`src/lfu_pkg.sv`:
```
// Shared types and constants for the LFU key-value store.
// Used by the top level and the testbench; no dependencies.
`default_nettype none

package lfu_pkg;

  // Default sizing
  localparam int LFU_ENTRIES    = 16;
  localparam int LFU_COUNT_BITS = 16;

  // Fixed field widths
  localparam int KEY_W  = 32;
  localparam int DATA_W = 32;
  localparam int CAP_W  = 5;

  localparam logic [CAP_W-1:0] CAP_RESET = 5'd16;

  // Request kind carried in s_axis_tuser
  localparam logic CMD_PUT = 1'b1;

  // Request sequencer
  typedef enum logic [1:0] {
    ST_IDLE,
    ST_SCAN,
    ST_DECIDE,
    ST_SWEEP
  } lfu_state_t;

  // What a write-back sweep does to each entry
  typedef enum logic [1:0] {
    SW_TOUCH,
    SW_DEC,
    SW_INC
  } sweep_mode_t;

endpackage

`default_nettype wire

```
`src/lfu_ram.sv`:
```
// Generic simple dual-port RAM: one write port, one registered read port.
// No dependencies.
`default_nettype none

module lfu_ram #(
  parameter int WIDTH = 8,
  parameter int DEPTH = 16,
  localparam int AW = (DEPTH > 1) ? $clog2(DEPTH) : 1
) (
  input  wire logic                    clk,
  input  wire logic                    we,
  input  wire logic [AW-1:0]           waddr,
  input  wire logic [WIDTH-1:0]        wdata,
  input  wire logic [AW-1:0]           raddr,
  output logic      [WIDTH-1:0]        rdata
);

  logic [WIDTH-1:0] mem [DEPTH];

  always_ff @(posedge clk) begin
    if (we) begin
      mem[waddr] <= wdata;
    end
    rdata <= mem[raddr];
  end

endmodule

`default_nettype wire

```
`src/lfu_cache_store.sv`:
```
// Top level of the LFU key-value store: request sequencer, entry RAM and valid bits.
// Depends on lfu_pkg and lfu_ram.
`default_nettype none

// lfu_cache_store holds up to ENTRIES key/value pairs and evicts by lowest use
// count, taking the least recently used entry among equal counts. A request
// (s_axis_tuser = 0 get, 1 put) is taken only when the block is idle and is
// served by passes over the entry RAM, which has one read and one write port:
// a scan pass reads every entry once to find the key, the eviction candidate
// and the first free slot, then a write-back sweep reads every entry and
// rewrites those whose recency rank, count or contents change. A get miss takes
// a scan pass alone, a get or put hit and an insert add a sweep, and each
// eviction needed before an insert adds another sweep and scan. A get answers
// with one result (m_axis_tuser = found, data zero on a miss); a put answers
// nothing. The result sits in an output register, so the block goes on with its
// sweep and takes the next request while the result waits. The capacity
// register may be written at any time the block is idle; values above ENTRIES
// act as ENTRIES and zero makes every put a no-op.

module lfu_cache_store #(
  parameter int ENTRIES    = lfu_pkg::LFU_ENTRIES,
  parameter int COUNT_BITS = lfu_pkg::LFU_COUNT_BITS
) (
  input  wire logic        clk,
  input  wire logic        rst,
  // request
  input  wire logic        s_axis_tvalid,
  output logic             s_axis_tready,
  input  wire logic [63:0] s_axis_tdata,   // [31:0] key, [63:32] value
  input  wire logic [0:0]  s_axis_tuser,   // [0] cmd
  // result
  output logic             m_axis_tvalid,
  input  wire logic        m_axis_tready,
  output logic [31:0]      m_axis_tdata,   // [31:0] data
  output logic [0:0]       m_axis_tuser,   // [0] found
  // capacity register
  input  wire logic        cfg_valid,
  output logic             cfg_ready,
  input  wire logic [lfu_pkg::CAP_W-1:0] cfg_data
);

  localparam int IDX_W  = (ENTRIES > 1) ? $clog2(ENTRIES) : 1;
  localparam int RANK_W = IDX_W;
  localparam int OCC_W  = $clog2(ENTRIES + 1);
  localparam int CMP_W  = (OCC_W > lfu_pkg::CAP_W) ? OCC_W : lfu_pkg::CAP_W;
  localparam logic [IDX_W-1:0]      LAST_IDX = IDX_W'(ENTRIES - 1);
  localparam logic [COUNT_BITS-1:0] CNT_MAX  = '1;

  typedef struct packed {
    logic [lfu_pkg::KEY_W-1:0]  key;
    logic [lfu_pkg::DATA_W-1:0] data;
    logic [COUNT_BITS-1:0]      count;
    logic [RANK_W-1:0]          rank;
  } entry_t;

  localparam int ENT_W = $bits(entry_t);

  // Sequencer
  lfu_pkg::lfu_state_t  state, state_next;
  lfu_pkg::sweep_mode_t mode, mode_next;

  // Configuration and occupancy
  logic [lfu_pkg::CAP_W-1:0] capacity;
  logic [OCC_W-1:0]          occupancy;
  logic [ENTRIES-1:0]        valid;

  // Request held for the duration of its passes
  logic                       req_put;
  logic [lfu_pkg::KEY_W-1:0]  req_key;
  logic [lfu_pkg::DATA_W-1:0] req_value;

  // Scan results
  logic                       hit;
  logic [IDX_W-1:0]           hit_idx;
  logic [RANK_W-1:0]          hit_rank;
  logic [lfu_pkg::DATA_W-1:0] hit_data;
  logic                       vic_found;
  logic [IDX_W-1:0]           vic_idx;
  logic [COUNT_BITS-1:0]      vic_cnt;
  logic [RANK_W-1:0]          vic_rank;
  logic                       free_found;
  logic [IDX_W-1:0]           free_idx;

  // Pass address generator and read stage
  logic             issuing;
  logic [IDX_W-1:0] issue_idx;
  logic             rd_vld;
  logic             rd_last;
  logic [IDX_W-1:0] rd_idx;
  logic [ENT_W-1:0] ram_rdata;
  entry_t           rd_ent;
  logic             rd_vbit;

  // Write-back
  logic   wr_en;
  entry_t wr_ent;

  // Control strobes
  logic pass_start;
  logic pass_end;
  logic out_load;
  logic evict_go;
  logic insert_done;
  logic out_free;
  logic cap_zero;
  logic must_evict;
  logic [CMP_W-1:0] cap_ext;
  logic [CMP_W-1:0] cap_eff;

  assign cfg_ready     = 1'b1;
  assign s_axis_tready = (state == lfu_pkg::ST_IDLE);

  assign rd_ent   = ram_rdata;
  assign rd_vbit  = valid[rd_idx];
  assign pass_end = rd_vld && rd_last;
  assign out_free = !m_axis_tvalid || m_axis_tready;

  // Capacity above the number of entries acts as a full-size store.
  assign cap_zero   = (capacity == '0);
  assign cap_ext    = CMP_W'(capacity);
  assign cap_eff    = (cap_ext > CMP_W'(ENTRIES)) ? CMP_W'(ENTRIES) : cap_ext;
  assign must_evict = (occupancy != '0) && (CMP_W'(occupancy) >= cap_eff);

  lfu_ram #(
    .WIDTH (ENT_W),
    .DEPTH (ENTRIES)
  ) u_ram (
    .clk   (clk),
    .we    (wr_en),
    .waddr (rd_idx),
    .wdata (wr_ent),
    .raddr (issue_idx),
    .rdata (ram_rdata)
  );

  // State register
  always_ff @(posedge clk) begin
    if (rst) begin
      state <= lfu_pkg::ST_IDLE;
      mode  <= lfu_pkg::SW_TOUCH;
    end else begin
      state <= state_next;
      mode  <= mode_next;
    end
  end

  // Next state: scan, decide, then at most one sweep; an eviction sweep loops
  // back to a fresh scan so that the next victim is picked on updated ranks.
  always_comb begin
    state_next  = state;
    mode_next   = mode;
    pass_start  = 1'b0;
    out_load    = 1'b0;
    evict_go    = 1'b0;
    insert_done = 1'b0;
    unique case (state)
      lfu_pkg::ST_IDLE: begin
        if (s_axis_tvalid) begin
          state_next = lfu_pkg::ST_SCAN;
          pass_start = 1'b1;
        end
      end
      lfu_pkg::ST_SCAN: begin
        if (pass_end) begin
          state_next = lfu_pkg::ST_DECIDE;
        end
      end
      lfu_pkg::ST_DECIDE: begin
        if (!req_put) begin
          // hold the get until the output register is free
          if (out_free) begin
            out_load = 1'b1;
            if (hit) begin
              state_next = lfu_pkg::ST_SWEEP;
              mode_next  = lfu_pkg::SW_TOUCH;
              pass_start = 1'b1;
            end else begin
              state_next = lfu_pkg::ST_IDLE;
            end
          end
        end else if (cap_zero) begin
          state_next = lfu_pkg::ST_IDLE;
        end else if (hit) begin
          state_next = lfu_pkg::ST_SWEEP;
          mode_next  = lfu_pkg::SW_TOUCH;
          pass_start = 1'b1;
        end else if (must_evict) begin
          evict_go   = 1'b1;
          state_next = lfu_pkg::ST_SWEEP;
          mode_next  = lfu_pkg::SW_DEC;
          pass_start = 1'b1;
        end else if (free_found) begin
          state_next = lfu_pkg::ST_SWEEP;
          mode_next  = lfu_pkg::SW_INC;
          pass_start = 1'b1;
        end else begin
          state_next = lfu_pkg::ST_IDLE;
        end
      end
      lfu_pkg::ST_SWEEP: begin
        if (pass_end) begin
          if (mode == lfu_pkg::SW_DEC) begin
            state_next = lfu_pkg::ST_SCAN;
            pass_start = 1'b1;
          end else begin
            state_next = lfu_pkg::ST_IDLE;
          end
          insert_done = (mode == lfu_pkg::SW_INC);
        end
      end
      default: begin
        state_next = lfu_pkg::ST_IDLE;
      end
    endcase
  end

  // Write-back of one entry per cycle during a sweep. The read of entry j+1
  // and the write of entry j share a cycle, so they never hit the same word.
  always_comb begin
    wr_en  = 1'b0;
    wr_ent = rd_ent;
    if (state == lfu_pkg::ST_SWEEP && rd_vld) begin
      case (mode)
        lfu_pkg::SW_TOUCH: begin
          if (rd_idx == hit_idx) begin
            // most recent, count saturates
            wr_en       = 1'b1;
            wr_ent.rank = '0;
            if (rd_ent.count != CNT_MAX) begin
              wr_ent.count = COUNT_BITS'(rd_ent.count + 1'b1);
            end
            if (req_put) begin
              wr_ent.data = req_value;
            end
          end else if (rd_vbit && (rd_ent.rank < hit_rank)) begin
            wr_en       = 1'b1;
            wr_ent.rank = RANK_W'(rd_ent.rank + 1'b1);
          end
        end
        lfu_pkg::SW_DEC: begin
          // close the gap left by the victim
          if (rd_vbit && (rd_ent.rank > vic_rank)) begin
            wr_en       = 1'b1;
            wr_ent.rank = RANK_W'(rd_ent.rank - 1'b1);
          end
        end
        lfu_pkg::SW_INC: begin
          if (rd_idx == free_idx) begin
            wr_en        = 1'b1;
            wr_ent.key   = req_key;
            wr_ent.data  = req_value;
            wr_ent.count = COUNT_BITS'(1);
            wr_ent.rank  = '0;
          end else if (rd_vbit) begin
            wr_en       = 1'b1;
            wr_ent.rank = RANK_W'(rd_ent.rank + 1'b1);
          end
        end
        default: begin
          wr_en = 1'b0;
        end
      endcase
    end
  end

  // Address generator: one read per cycle from entry 0 up to the last entry.
  always_ff @(posedge clk) begin
    if (rst) begin
      issuing <= 1'b0;
      rd_vld  <= 1'b0;
    end else begin
      if (pass_start) begin
        issuing <= 1'b1;
      end else if (issuing && (issue_idx == LAST_IDX)) begin
        issuing <= 1'b0;
      end
      rd_vld <= issuing;
    end
  end

  always_ff @(posedge clk) begin
    if (pass_start) begin
      issue_idx <= '0;
    end else if (issuing && (issue_idx != LAST_IDX)) begin
      issue_idx <= IDX_W'(issue_idx + 1'b1);
    end
    rd_idx  <= issue_idx;
    rd_last <= (issue_idx == LAST_IDX);
  end

  // Capacity, occupancy and valid bits
  always_ff @(posedge clk) begin
    if (rst) begin
      capacity  <= lfu_pkg::CAP_RESET;
      occupancy <= '0;
      valid     <= '0;
    end else begin
      if (cfg_valid && cfg_ready) begin
        capacity <= cfg_data;
      end
      if (evict_go) begin
        valid[vic_idx] <= 1'b0;
        occupancy      <= OCC_W'(occupancy - 1'b1);
      end else if (insert_done) begin
        valid[free_idx] <= 1'b1;
        occupancy       <= OCC_W'(occupancy + 1'b1);
      end
    end
  end

  // Request capture
  always_ff @(posedge clk) begin
    if (s_axis_tvalid && s_axis_tready) begin
      req_put   <= (s_axis_tuser[0] == lfu_pkg::CMD_PUT);
      req_key   <= s_axis_tdata[31:0];
      req_value <= s_axis_tdata[63:32];
    end
  end

  // Scan: key match, eviction candidate (lowest count, then highest rank),
  // first free slot.
  always_ff @(posedge clk) begin
    if (rst) begin
      hit        <= 1'b0;
      vic_found  <= 1'b0;
      free_found <= 1'b0;
    end else if (pass_start && (state_next == lfu_pkg::ST_SCAN)) begin
      hit        <= 1'b0;
      vic_found  <= 1'b0;
      free_found <= 1'b0;
    end else if (state == lfu_pkg::ST_SCAN && rd_vld) begin
      if (rd_vbit && (rd_ent.key == req_key)) begin
        hit <= 1'b1;
      end
      if (rd_vbit && (!vic_found || (rd_ent.count < vic_cnt) ||
          ((rd_ent.count == vic_cnt) && (rd_ent.rank > vic_rank)))) begin
        vic_found <= 1'b1;
      end
      if (!rd_vbit) begin
        free_found <= 1'b1;
      end
    end
  end

  always_ff @(posedge clk) begin
    if (state == lfu_pkg::ST_SCAN && rd_vld) begin
      if (rd_vbit && (rd_ent.key == req_key)) begin
        hit_idx  <= rd_idx;
        hit_rank <= rd_ent.rank;
        hit_data <= rd_ent.data;
      end
      if (rd_vbit && (!vic_found || (rd_ent.count < vic_cnt) ||
          ((rd_ent.count == vic_cnt) && (rd_ent.rank > vic_rank)))) begin
        vic_idx  <= rd_idx;
        vic_cnt  <= rd_ent.count;
        vic_rank <= rd_ent.rank;
      end
      if (!rd_vbit && !free_found) begin
        free_idx <= rd_idx;
      end
    end
  end

  // Output register: load on a decided get, drop when taken.
  always_ff @(posedge clk) begin
    if (rst) begin
      m_axis_tvalid <= 1'b0;
    end else if (out_load) begin
      m_axis_tvalid <= 1'b1;
    end else if (m_axis_tready) begin
      m_axis_tvalid <= 1'b0;
    end
  end

  always_ff @(posedge clk) begin
    if (out_load) begin
      m_axis_tuser[0] <= hit;
      m_axis_tdata    <= hit ? hit_data : '0;
    end
  end

endmodule

`default_nettype wire

```
`config.mk`:
```
export PLATFORM = sky130hd
export DESIGN_NAME = lfu_cache_store
export DESIGN_NICKNAME = d
export VERILOG_FILES = /design/src/lfu_pkg.sv /design/src/lfu_ram.sv /design/src/lfu_cache_store.sv
export SDC_FILE = /design/constraint.sdc
export NUM_CORES = 2
export LEC_CHECK = 0
export ABC_AREA = 1
export BUFFER_PORTS_ARGS = -buffer_cell sky130_fd_sc_hd__buf_2
export CAP_MARGIN = 20
export CELL_PAD_IN_SITES_DETAIL_PLACEMENT = 1
export CELL_PAD_IN_SITES_GLOBAL_PLACEMENT = 2
export CORE_UTILIZATION = 50
export CTS_BUF_LIST = sky130_fd_sc_hd__clkbuf_4
export DETAILED_ROUTE_END_ITERATION = 8
export GPL_TIMING_DRIVEN = 0
export PLACE_DENSITY_LB_ADDON = 0.1
export SYNTH_ARGS = -nofsm -noshare
export SYNTH_HDL_FRONTEND = slang
export SYNTH_SLANG_ARGS = --single-unit
```
`constraint.sdc`:
```
create_clock -name clk -period 12.6 [get_ports clk]
set_input_delay 0 -clock clk [delete_from_list [all_inputs] [get_ports clk]]
set_output_delay 0 -clock clk [all_outputs]
set_load 0.03 [all_outputs]
```
==> impl_metrics.json <==
{
  "critPathMaxStageDelay_ps": 610,
  "final_nets": 5796,
  "pwr-share-clk": 0.377,
  "power.density_nw_per_um2": 162.3,
  "netlist_area_um2": 64490,
  "grt_usage": 0.3178,
  "cpMostUsedCell": "buf_12",
  "rsz0062_at_grt": "false",
  "worstSetupStartpointType": "flop",
  "fillers": 12655,
  "finalWirelength_um": 206900,
  "clock-sinks": 1639,
  "avgSynthCellArea_um2": 13.34,
  "wl_per_cell_um": 26.92,
  "slew_violations": 0,
  "hold_depth": 4,
  "setup_violations": 0,
  "core_area_um2": 127700,
  "clock_latency_ps": 1390,
  "ant_nets": 0,
  "fp.dieArea_um2": 130400,
  "drt-pass1-iter-count": 6,
  "htree_levels": 5,
  "cts_tree": "done",
  "rr_worst_depth": 13,
  "antenna_found_initial": 11,
  "ir_worst_vdd_mv": 0.1267,
  "yosysWarnings": 0,
  "period_share": 0.3207,
  "yosysUniqueCellTypes": 55,
  "hold_viol": 0,
  "num_vias": 44787,
  "hold_path_class": "in2reg",
  "tns_ps": 0,
  "slew_headroom": 0.2349,
  "status": "completed",
  "power.total_w": 0.01240,
  "drt-vias-per-instance": 5.827,
  "clock_skew_ps": 96.61,
  "synth_cells": 4834,
  "synth_nets": 4945,
  "critPathCaptureType": "flop",
  "die_h_um": 361.2,
  "p_switching_w": 0.003400,
  "synth-edff-count": 1510,
  "worst_pin_slew_ps": 1148,
  "power_leakage_nw": 26.63,
  "hold_buffers": 226,
  "numCtsBuffers": 438,
  "path_class": "reg2reg",
  "grt_pass1_wl_um": 304400,
  "p_seq_frac": 0.506,
  "synthFlopType": "edfxtp_1",
  "cp_max_fo": 25,
  "grt-ovfl-total": 0,
  "clock-root-buffer": "clkbuf_4",
  "drive_above_1_share": 0.1747,
  "hpwl_um": 132700,
  "std_cell_rows": 131,
  "power.share.switching": 0.2742,
  "crit_chain": "ha_1 -> nand2_1 -> inv_1 -> a32oi_1 -> nand3_2 -> nand2_1 -> inv_2 -> nand2_4 -> nand3_2 -> nor2_4 -> buf_12 -> buf_12 -> buf_12",
  "gp_congestion": 0.8484,
  "async_flop_share": 0,
  "initial_core_util": 0.5051,
  "arrival_ps": 5030,
  "remaining_drc_errors": 0,
  "synth-seq-cells": 1639,
  "p_int_w": 0.009000,
  "critPathRequiredTime_ps": 13590,
  "layout_common_cells": "1510 x edfxtp_1, 816 x nor2_1, 665 x clkbuf_4",
  "cp_slowest_cell": "nor2_4",
  "layout_commonest_cell": "edfxtp_1",
  "die_width_um": 361.2,
  "maxCapViolCount": 0,
  "numPortBuffers": 108,
  "ioPinCount": 111,
  "first_iter_violations": 4011,
  "synthToLayoutAreaGrowth_pct": 18.44,
  "grt_max_degree": 56,
  "power_frac_comb": 0.117,
  "max_freq_mhz": 247.5,
  "cts.reportedPaths.clkPinSlew_ps": 70,
  "cts-resized-gates": 0,
  "grt_pass1_vias": 47773,
  "cts.path.max_buffers": 4,
  "min_period_ps": 4041,
  "ys_seq_area_frac": 0.7431,
  "post-cts-setup-buffers": 0
}
[cell families after synthesis]
| group | synth area share |
|---|---|
| other | 0.00005814 |
| and+or+nand+nor | 0.1071 |
| muxes | 0.02080 |
| AOI/OAI and AO/OA | 0.08722 |
| buffers and inverters | 0.02916 |
| adders and majority gates | 0.007100 |
| DFF | 0.7431 |
| xor gates and xnor gates | 0.005432 |
[registers in the layout (all words and copies together), names as in the netlist, 5 cells and up]
| name | count |
|---|---|
| u_ram.mem | 1344 |
| vic_cnt | 16 |
| req_value | 32 |
| valid | 16 |
| req_key | 32 |
| u_ram.rdata | 84 |
| hit_data | 32 |
| m_axis_tdata | 32 |
| occupancy | 5 |
| cap_ext | 5 |
[cell type report]
class,instances,area [um2],area share
Clock inverter,107,435.4,0.005700
Multi-Input combinational cell,2746,14810,0.1939
Inverter,164,624.3,0.008174
Antenna cell,7,17.52,0.0002293
Timing Repair Buffer,411,4228,0.05535
Clock buffer,665,4992,0.06536
Sequential cell,1639,47930,0.6274
Buffer,285,1267,0.01659
Tap cell,1662,2079,0.02722
[synthesized netlist by cell type, types with 4 or more instances]
| master | number | area (um2) |
|---|---|---|
| buf_1 | 11 | 41.29 |
| nand4_1 | 13 | 81.33 |
| dfxtp_1 | 129 | 2582 |
| xor2_1 | 19 | 166.4 |
| o32ai_1 | 202 | 1769 |
| nor2_2 | 8 | 50.05 |
| xnor2_1 | 21 | 183.9 |
| inv_1 | 141 | 529.3 |
| or2_2 | 7 | 43.79 |
| nand2_1 | 580 | 2177 |
| o211ai_1 | 37 | 277.8 |
| o221ai_1 | 135 | 1182 |
| nor2_1 | 829 | 3112 |
| buf_6 | 6 | 67.56 |
| inv_2 | 19 | 71.32 |
| nand2_4 | 6 | 67.56 |
| nor3_1 | 17 | 85.08 |
| buf_4 | 8 | 60.06 |
| mux2i_1 | 134 | 1341 |
| nor4_1 | 6 | 37.54 |
| o21ai_1 | 21 | 105.1 |
| nand3_2 | 4 | 40.04 |
| edfxtp_1 | 1510 | 45340 |
| buf_2 | 91 | 455.4 |
| nand3_1 | 208 | 1041 |
| clkbuf_1 | 169 | 634.4 |
| o21ai_0 | 373 | 1867 |
| ha_1 | 35 | 437.9 |
| a21oi_1 | 53 | 265.3 |
[worst max-delay path, delay by kind of cell, from the launching register on]
| kind | cells | cell delay (ps) |
|---|---|---|
| simple gates | 6 | 1410 |
| buf+inv | 5 | 890 |
| flops | 1 | 550 |
| compound gates | 1 | 470 |
| fa+ha+maj | 1 | 320 |
[power by group through the flow]
stage	Combinational, W	Clock [W]	Sequential, W
2_1_floorplan	0.000755	0	0.00636
3_3_place_gp	0.00130	0	0.00639
3_5_place_dp	0.00136	0	0.00639
4_1_cts	0.00142	0.00469	0.00627
5_1_grt	0.00154	0.00500	0.00628
6_report	0.00145	0.00468	0.00627
[per-stage QoR]
stage               utilization  hold slack, ps  instances  setup WS [ps]  cell area, um2
floorplan                     -           98.87       4834           6945           64490
global placement         0.5256           176.1       6604           2575           67110
detailed placement       0.5374           178.3       6675           8529           68620
CTS                      0.5976           98.79       7673           8498           76310
global route             0.5982           246.1       7683           8305           76380
finish                   0.5982           266.0       7686           8559           76380
[path summary, 6_finish.rpt]
check / start / to / slack, ps
setup / recovery: u_ram.rdata[3] / u_ram.mem[0][8] / 8560
hold / removal: rst / state[1] / 270
setup reg to reg: u_ram.rdata[3] / u_ram.mem[0][8] / 8560
hold reg to reg: issue_idx[2] / rd_idx[2] / 370
[routing by layer]
metal,wire (um),track usage,up-vias,part of all wire
li1,-,-,19824,-
met3,14880,0.06950,376,0.072
met4,6287,0.1188,6,0.030
met1,82490,0.3979,22814,0.40
met2,103200,0.5408,1767,0.50
met5,34,0,-,0.00016
Power figures use the tool's default switching activity.
